### config.mk
export PLATFORM = sky130hd
export DESIGN_NAME = imu_scan_batcher_unit
export DESIGN_NICKNAME = d
export VERILOG_FILES = /design/src/isb_pkg.sv /design/src/isb_alu.sv /design/src/imu_scan_batcher_unit.sv
export SDC_FILE = /design/constraint.sdc
export NUM_CORES = 2
export LEC_CHECK = 0
export ABC_AREA = 1
export BUFFER_PORTS_ARGS = -buffer_cell sky130_fd_sc_hd__buf_2
export CORE_MARGIN = 3
export CORE_UTILIZATION = 63
export CTS_BUF_LIST = sky130_fd_sc_hd__clkbuf_2
export CTS_CLUSTER_SIZE = 14
export DETAILED_ROUTE_END_ITERATION = 7
export HOLD_SLACK_MARGIN = 0.05
export PLACE_DENSITY = 0.86
export RECOVER_POWER = 50
export SYNTH_ARGS = -nofsm -noshare
export SYNTH_HDL_FRONTEND = slang
export SYNTH_SLANG_ARGS = --single-unit
### constraint.sdc
create_clock -name i_clk -period 15.3 [get_ports i_clk]
set_input_delay 2.295 -clock i_clk [delete_from_list [all_inputs] [get_ports i_clk]]
set_output_delay 2.295 -clock i_clk [all_outputs]
set_load 0.02 [all_outputs]
### src/isb_pkg.sv
// Types and constants shared by the scan batcher modules.
`timescale 1ns / 1ps
`default_nettype none
package isb_pkg;

    localparam int ALU_W      = 66;
    localparam int T_W        = 54;
    localparam int NOW_W      = 63;
    localparam int REM_W      = 10;
    localparam int DIVISOR    = 1000;
    localparam int DIV_W      = 64;
    localparam int CHUNK_W    = 16;
    localparam int DIV_CHUNKS = DIV_W / CHUNK_W;
    localparam int X_W        = REM_W + CHUNK_W;
    // floor(x / 1000) == (x * RECIP) >> RECIP_SH for every x below 2^26
    localparam int RECIP_W    = 27;
    localparam int RECIP_SH   = 36;
    localparam logic [RECIP_W-1:0] RECIP = 27'd68719477;
    localparam int PROD_W     = X_W + RECIP_W;
    localparam int CFG_W      = 27;

    localparam logic [1:0] CFG_INTERVAL  = 2'd0;
    localparam logic [1:0] CFG_TOLERANCE = 2'd1;
    localparam logic [1:0] CFG_FUTURE    = 2'd2;
    localparam logic [1:0] CFG_STALE     = 2'd3;

    typedef struct packed {
        logic signed [15:0] accel_x;
        logic signed [15:0] accel_y;
        logic signed [15:0] accel_z;
        logic signed [15:0] gyro_x;
        logic signed [15:0] gyro_y;
        logic signed [15:0] gyro_z;
    } t_scan;

    typedef struct packed {
        logic                    sub;
        logic signed [ALU_W-1:0] a;
        logic signed [ALU_W-1:0] b;
    } t_alu_req;

    typedef enum logic [10:0] {
        ST_IDLE      = 11'b000_0000_0001,
        ST_DIV       = 11'b000_0000_0010,
        ST_FUT_SUM   = 11'b000_0000_0100,
        ST_FUT_CMP   = 11'b000_0000_1000,
        ST_STALE_SUM = 11'b000_0001_0000,
        ST_STALE_CMP = 11'b000_0010_0000,
        ST_GAP_D     = 11'b000_0100_0000,
        ST_GAP_LO    = 11'b000_1000_0000,
        ST_GAP_HI    = 11'b001_0000_0000,
        ST_STORE     = 11'b010_0000_0000,
        ST_EMIT      = 11'b100_0000_0000
    } t_state;

endpackage
`default_nettype wire

### src/isb_alu.sv
// Shared 66-bit add/subtract unit used by the divide, window and gap steps of the sequencer.
`timescale 1ns / 1ps
`default_nettype none
module isb_alu
    import isb_pkg::*;
(
    input  wire t_alu_req          i_req,
    output logic signed [ALU_W-1:0] o_sum
);

    logic signed [ALU_W-1:0] b_op;

    always_comb begin
        b_op  = i_req.sub ? ~i_req.b : i_req.b;
        o_sum = i_req.a + b_op + ALU_W'(i_req.sub);
    end

endmodule
`default_nettype wire

### src/imu_scan_batcher_unit.sv
// Scan batcher top level: timestamp checks, batch store and result emission.
// A good stamp runs divide, window checks, gap checks and store; a bad stamp is counted in idle.
// Divide by 1000: four 16-bit chunks, reciprocal multiply then remainder on the shared ALU.
// A full batch then emits its BATCH_SIZE results, holding while results are stalled.
// New requests stall until the scan, and the emission of any completed batch, is done.
// Reset (synchronous, active low) clears the batch, last time and error count, and sets config to defaults.
`timescale 1ns / 1ps
`default_nettype none
module imu_scan_batcher_unit
    import isb_pkg::*;
#(
    parameter int BATCH_SIZE = 2
) (
    input  wire                i_clk,
    input  wire                i_rst_n,
    input  wire                i_cfg_we,
    input  wire [1:0]          i_cfg_index,
    input  wire [CFG_W-1:0]    i_cfg_data,
    input  wire                i_in_valid,
    output logic               o_in_stall,
    input  wire signed [15:0]  i_accel_x,
    input  wire signed [15:0]  i_accel_y,
    input  wire signed [15:0]  i_accel_z,
    input  wire signed [15:0]  i_gyro_x,
    input  wire signed [15:0]  i_gyro_y,
    input  wire signed [15:0]  i_gyro_z,
    input  wire signed [63:0]  i_stamp_ns,
    input  wire [NOW_W-1:0]    i_now_us,
    output logic               o_out_valid,
    input  wire                i_out_stall,
    output logic signed [15:0] o_out_accel_x,
    output logic signed [15:0] o_out_accel_y,
    output logic signed [15:0] o_out_accel_z,
    output logic signed [15:0] o_out_gyro_x,
    output logic signed [15:0] o_out_gyro_y,
    output logic signed [15:0] o_out_gyro_z,
    output logic [NOW_W-1:0]   o_batch_time_us,
    output logic [4:0]         o_sample_index,
    output logic [5:0]         o_batch_count,
    output logic [31:0]        o_error_total,
    output logic               o_last
);

    localparam int CW = $clog2(BATCH_SIZE + 1);
    localparam int IW = (BATCH_SIZE > 1) ? $clog2(BATCH_SIZE) : 1;

    t_state r_state, n_state;
    logic [5:0]              r_cnt, n_cnt;
    logic [CW-1:0]           r_pending, n_pending;
    logic [CW-1:0]           r_emit, n_emit;
    logic [T_W-1:0]          r_last_t, n_last_t;
    logic [31:0]             r_err, n_err;
    logic                    r_gap_fail, n_gap_fail;
    logic                    r_out_valid, n_out_valid;
    logic [15:0]             r_interval;
    logic [15:0]             r_tolerance;
    logic [19:0]             r_future;
    logic [26:0]             r_stale;

    logic [DIV_W-1:0]        r_quo, n_quo;
    logic [REM_W-1:0]        r_rem, n_rem;
    logic [CHUNK_W-1:0]      r_qd, n_qd;
    logic signed [ALU_W-1:0] r_acc, n_acc;
    logic [NOW_W-1:0]        r_now;
    t_scan                   r_smp;
    t_scan                   r_store [BATCH_SIZE];
    t_scan                   r_o_scan;
    logic [NOW_W-1:0]        r_o_time;
    logic [4:0]              r_o_idx;
    logic [31:0]             r_o_err;
    logic                    r_o_last;

    t_alu_req                alu_req;
    logic signed [ALU_W-1:0] alu_sum;
    logic                    alu_neg;
    logic [X_W-1:0]          div_x;
    logic [PROD_W-1:0]       div_prod;
    logic [T_W-1:0]          t_us;
    logic signed [16:0]      lo_bound;
    logic [16:0]             hi_bound;
    logic [31:0]             err_inc;
    logic                    in_acc;
    logic                    stamp_bad;
    logic                    out_load;
    logic                    store_we;
    logic [IW-1:0]           wr_idx;
    logic [CW-1:0]           fill;

    isb_alu u_alu (
        .i_req (alu_req),
        .o_sum (alu_sum)
    );

    assign o_in_stall = (r_state != ST_IDLE);
    assign in_acc     = i_in_valid && !o_in_stall;
    assign stamp_bad  = (i_stamp_ns == 64'sd0) || i_stamp_ns[63];
    assign alu_neg    = alu_sum[ALU_W-1];
    assign div_x      = {r_rem, r_quo[DIV_W-1 -: CHUNK_W]};
    assign div_prod   = PROD_W'(div_x) * PROD_W'(RECIP);
    assign t_us       = r_quo[T_W-1:0];
    assign lo_bound   = $signed({1'b0, r_interval}) - $signed({1'b0, r_tolerance});
    assign hi_bound   = {1'b0, r_interval} + {1'b0, r_tolerance};
    assign err_inc    = (r_err == '1) ? r_err : r_err + 32'd1;
    assign wr_idx     = r_gap_fail ? '0 : r_pending[IW-1:0];
    assign fill       = (r_gap_fail ? '0 : r_pending) + CW'(1);

    always_comb begin
        n_state     = r_state;
        n_cnt       = r_cnt;
        n_pending   = r_pending;
        n_emit      = r_emit;
        n_last_t    = r_last_t;
        n_err       = r_err;
        n_gap_fail  = r_gap_fail;
        n_out_valid = r_out_valid;
        n_quo       = r_quo;
        n_rem       = r_rem;
        n_qd        = r_qd;
        n_acc       = r_acc;
        alu_req     = '{sub: 1'b1, a: '0, b: '0};
        out_load    = 1'b0;
        store_we    = 1'b0;
        case (r_state)
            ST_IDLE: begin
                if (in_acc) begin
                    if (stamp_bad) begin
                        n_err     = err_inc;
                        n_pending = '0;
                    end else begin
                        n_quo   = $unsigned(i_stamp_ns);
                        n_rem   = '0;
                        n_cnt   = '0;
                        n_state = ST_DIV;
                    end
                end
            end
            ST_DIV: begin
                n_cnt = r_cnt + 6'd1;
                if (!r_cnt[0]) begin
                    n_qd = div_prod[RECIP_SH +: CHUNK_W];
                end else begin
                    alu_req.a = ALU_W'(div_x);
                    alu_req.b = ALU_W'(X_W'(r_qd) * X_W'(DIVISOR));
                    n_rem     = alu_sum[REM_W-1:0];
                    n_quo     = {r_quo[DIV_W-CHUNK_W-1:0], r_qd};
                end
                if (r_cnt == 6'(2 * DIV_CHUNKS - 1)) begin
                    n_state = ST_FUT_SUM;
                end
            end
            ST_FUT_SUM: begin
                alu_req.sub = 1'b0;
                alu_req.a   = ALU_W'(r_now);
                alu_req.b   = ALU_W'(r_future);
                n_acc       = alu_sum;
                n_state     = ST_FUT_CMP;
            end
            ST_FUT_CMP: begin
                alu_req.a = r_acc;
                alu_req.b = ALU_W'(t_us);
                if (alu_neg) begin
                    n_err     = err_inc;
                    n_pending = '0;
                    n_last_t  = t_us;
                    n_state   = ST_IDLE;
                end else begin
                    n_state = ST_STALE_SUM;
                end
            end
            ST_STALE_SUM: begin
                alu_req.sub = 1'b0;
                alu_req.a   = ALU_W'(t_us);
                alu_req.b   = ALU_W'(r_stale);
                n_acc       = alu_sum;
                n_state     = ST_STALE_CMP;
            end
            ST_STALE_CMP: begin
                alu_req.a = r_acc;
                alu_req.b = ALU_W'(r_now);
                if (alu_neg) begin
                    n_err     = err_inc;
                    n_pending = '0;
                    n_last_t  = t_us;
                    n_state   = ST_IDLE;
                end else begin
                    n_state = ST_GAP_D;
                end
            end
            ST_GAP_D: begin
                alu_req.a  = ALU_W'(t_us);
                alu_req.b  = ALU_W'(r_last_t);
                n_acc      = alu_sum;
                n_gap_fail = 1'b0;
                n_state    = (r_last_t == '0) ? ST_STORE : ST_GAP_LO;
            end
            ST_GAP_LO: begin
                alu_req.a = r_acc;
                alu_req.b = ALU_W'(lo_bound);
                if (alu_neg) begin
                    n_gap_fail = 1'b1;
                end
                n_state = ST_GAP_HI;
            end
            ST_GAP_HI: begin
                alu_req.a = ALU_W'(hi_bound);
                alu_req.b = r_acc;
                if (alu_neg) begin
                    n_gap_fail = 1'b1;
                end
                n_state = ST_STORE;
            end
            ST_STORE: begin
                store_we = 1'b1;
                n_last_t = t_us;
                if (r_gap_fail) begin
                    n_err = err_inc;
                end
                if (fill == CW'(BATCH_SIZE)) begin
                    n_pending = '0;
                    n_emit    = '0;
                    n_state   = ST_EMIT;
                end else begin
                    n_pending = fill;
                    n_state   = ST_IDLE;
                end
            end
            ST_EMIT: begin
                if (!r_out_valid || !i_out_stall) begin
                    if (r_emit != CW'(BATCH_SIZE)) begin
                        out_load    = 1'b1;
                        n_out_valid = 1'b1;
                        n_emit      = r_emit + CW'(1);
                    end else begin
                        n_out_valid = 1'b0;
                        n_state     = ST_IDLE;
                    end
                end
            end
            default: begin
                n_state = ST_IDLE;
            end
        endcase
    end

    always_ff @(posedge i_clk) begin
        if (!i_rst_n) begin
            r_state     <= ST_IDLE;
            r_cnt       <= '0;
            r_pending   <= '0;
            r_emit      <= '0;
            r_last_t    <= '0;
            r_err       <= '0;
            r_gap_fail  <= 1'b0;
            r_out_valid <= 1'b0;
            r_interval  <= 16'd625;
            r_tolerance <= 16'd125;
            r_future    <= 20'd5000;
            r_stale     <= 27'd1000000;
        end else begin
            r_state     <= n_state;
            r_cnt       <= n_cnt;
            r_pending   <= n_pending;
            r_emit      <= n_emit;
            r_last_t    <= n_last_t;
            r_err       <= n_err;
            r_gap_fail  <= n_gap_fail;
            r_out_valid <= n_out_valid;
            if (i_cfg_we) begin
                case (i_cfg_index)
                    CFG_INTERVAL:  r_interval  <= i_cfg_data[15:0];
                    CFG_TOLERANCE: r_tolerance <= i_cfg_data[15:0];
                    CFG_FUTURE:    r_future    <= i_cfg_data[19:0];
                    CFG_STALE:     r_stale     <= i_cfg_data[26:0];
                    default: ;
                endcase
            end
        end
    end

    always_ff @(posedge i_clk) begin
        r_quo <= n_quo;
        r_rem <= n_rem;
        r_qd  <= n_qd;
        r_acc <= n_acc;
        if (in_acc) begin
            r_now <= i_now_us;
            r_smp <= '{accel_x: i_accel_x, accel_y: i_accel_y, accel_z: i_accel_z,
                       gyro_x: i_gyro_x, gyro_y: i_gyro_y, gyro_z: i_gyro_z};
        end
        if (store_we) begin
            r_store[wr_idx] <= r_smp;
        end
        if (out_load) begin
            r_o_scan <= r_store[r_emit[IW-1:0]];
            r_o_time <= NOW_W'(r_last_t);
            r_o_idx  <= 5'(r_emit);
            r_o_err  <= r_err;
            r_o_last <= (r_emit == CW'(BATCH_SIZE - 1));
        end
    end

    assign o_out_valid     = r_out_valid;
    assign o_out_accel_x   = r_o_scan.accel_x;
    assign o_out_accel_y   = r_o_scan.accel_y;
    assign o_out_accel_z   = r_o_scan.accel_z;
    assign o_out_gyro_x    = r_o_scan.gyro_x;
    assign o_out_gyro_y    = r_o_scan.gyro_y;
    assign o_out_gyro_z    = r_o_scan.gyro_z;
    assign o_batch_time_us = r_o_time;
    assign o_sample_index  = r_o_idx;
    assign o_batch_count   = 6'(BATCH_SIZE);
    assign o_error_total   = r_o_err;
    assign o_last          = r_o_last;

endmodule
`default_nettype wire

==> results.cfg <==
[outcome]
status = complete, but fails checks
violations = design-rule violations, max-capacitance violations, max-slew violations

[die]
die_h_microns = 298.7
ioPinCount = 462
die_x_microns = 298.7
row_count = 106
coreArea_sq_um = 84220
initial_core_util_pct = 64.07
die_area_sq_um = 89200

[routing]
routed_via_density = 6.112
drtIter0Drc = 6141
antenna_left = 0
wire_per_inst_microns = 25.06
drt_pre_antenna_iters = 8
wirelength_mm = 188.8
vias = 46060
post-route-drc-count = 30

[clocking]
cts_buffers = 211
clkTransAtPathRegs_ns = 0.12
cts_setup_buffers = 0
postCtsHoldBufs = 0
cts_resized = 0
cts_tree = built
insertion_delay_ns = 1.58
cts-root-buf = clkbuf_2
htreeDepth = 4
cts_sinks = 880
clock_tree.buffer_depth = 3

[yosys]
synth-xor-area-share_pct = 1.688
synth_most_common_cell = inv_1
netlist_top_cells_area = edfxtp_1, fa_1, ha_1
synth_compound_area_share_pct = 10.97
async_flop_share_pct = 0
netlist.top_cell.by_area = edfxtp_1
synth_edf_count = 692
ys.warnings.count = 0
synth_ff_type = edfxtp_1
synth_fa_ha_area_share_pct = 19.63
syn_area_per_cell_sq_um = 9.549
synth.cell_area_sq_um = 53960
synth_top_family_by_area = adder cells
synthMuxAreaShare_pct = 0
synth_common_cells = inv_1, nand2_1, edfxtp_1
synth-seq-cells = 880
ys_seq_area_share_pct = 45.49
syn-instance-count = 5651
yosysUniqueCellTypes = 62
synth_simple_gate_area_share_pct = 13.83
synth_top_area_share_pct = 38.51

[grt]
grt_max_degree = 109
gr-total-overflow = 0
antenna_found_initial = 27
grt_pass1_wl_mm = 274.0
track_usage_pct = 41.76
grt_pass1_vias = 44270

[finish]
seqCellArea_sq_um = 24540
fillers = 6434
layout.nets = 7140
multi_input_area_sq_um = 24960
areaGrowthSynthToFinish_pct = 9.813
drive_above_1_share_pct = 13.22
final_cells = 7536

[sta]
slew_headroom_pct = -202.2
period_needed_ns = 8.480
setup_tns_ns = 0
tightest_slew_ns = 4.533
period_share_pct = 55.42
fmaxAchievable_ghz = 0.1179
drv_slew = 600
setup_viol = 0
rsz0062_at_grt = no
skew_ns = 0.1257
hold_violations = 0

[critical_path]
slowest_delay_ns = 0.63
startpoint = r_qd[2]
worstSetupPathType = flop to flop
crit_fanout = 54
cp.required_ns = 16.80
slowest_stage = buf_4
r2r-start = r_qd[2]
cp-end-kind = flop
cpMostUsedCell = nand2_1
cp.arrival_ns = 9.98
start_kind = flop

[placed_design]
place_inst = 7119
hpwl_mm = 143.1
gp_congestion = 1.063
io_buffers = 443

[hold_path]
min_from = r_smp[66]
hp-class = flop to flop

[flow_run]
maxCapViolations = 10
[state kept, by name (all words and copies together), names as in the netlist, 6 cells and up]
register / cells
o_error_total: 32
o_out_gyro_y: 16
r_qd: 16
r_quo: 64
o_out_accel_x: 16
r_acc: 66
r_rem: 10
r_err: 32
r_stale: 27
o_out_accel_z: 16
r_last_t: 54
r_interval: 16
r_cnt: 6
r_smp: 96
r_future: 20
r_store: 192
o_out_accel_y: 16
r_state: 11
r_now: 63
o_out_gyro_x: 16
r_tolerance: 16
o_out_gyro_z: 16
o_batch_time_us: 54
[metal layers]
metal	track usage [%]	wire, microns	up-vias
met4	23.23	12470	26
met2	63.15	82430	3315
met1	52.35	67170	21780
met5	0.9740	258	-
met3	14.94	26510	711
li1	-	-	20230
[worst max-delay path: cells and delay by family (launching register included)]
kind	cells	cell delay, ns
compound gates	12	2.73
fa+ha+maj	6	2.65
buf+inv	4	0.95
flops	1	0.51
simple gates	12	1.61
[layout make-up]
cell class                 count  share of cell area [%]
antenna                       24                  0.1014
tap                         1134                   2.395
timing repair buffer         490                   4.232
clock buffer                 319                   2.694
multi-input combinational   3620                   42.12
sequential                   880                   41.42
clock inverter                74                  0.7306
inverter                     995                   6.303
[layout by cell type (no fill, tap or decap), types with 27 or more instances in the layout]
cell and instances:
inv_1 987, nand2_1 980, edfxtp_1 692, buf_2 417, ha_1 416, nor2_1 408, a21oi_1 340, clkbuf_2 319
o21ai_0 317, fa_1 269, dfxtp_1 188, nand3_1 148, o22ai_1 90, nand4_1 76, xor2_1 76, nor3_1 67
o21ai_1 66, nor4_1 61, clkinv_1 53, buf_4 39, clkbuf_1 34, xnor2_1 28, a31oi_1 27
[logic make-up (layout without fill, tap and decap cells)]
group / after synthesis / count (layout)
xor gates and xnor gates: 104 / 104
other: 2 / 42
buffers and inverters: 1167 / 1878
adders and majority gates: 685 / 685
DFF: 880 / 880
AOI/OAI and AO/OA: 1032 / 1032
and+or+nand+nor: 1781 / 1781
[per-stage QoR]
step                      hold slack, ns  area, sq um  utilization [%]  setup WS, ns
after floorplan                   0.4082        54020                -         4.525
after global placement            0.4150        57290            68.03         7.135
after detailed placement          0.4162        57290            68.03         7.082
after CTS                         0.4331        59320            70.44         6.994
after global routing              0.4308        59220            70.32         6.122
final                             0.4339        59250            70.36         6.820
[worst paths after layout]
kind	depth (start not counted)	slack (ns)	end
hold reg to reg	0	0.43	r_store[1][66]
setup reg to reg	34	6.82	r_last_t[53]
hold / removal	0	0.43	r_store[1][66]
setup / recovery	34	6.82	r_last_t[53]
Power is not shown: default switching activity piles up to over one toggle a cycle in this logic, so the estimate is an artifact.
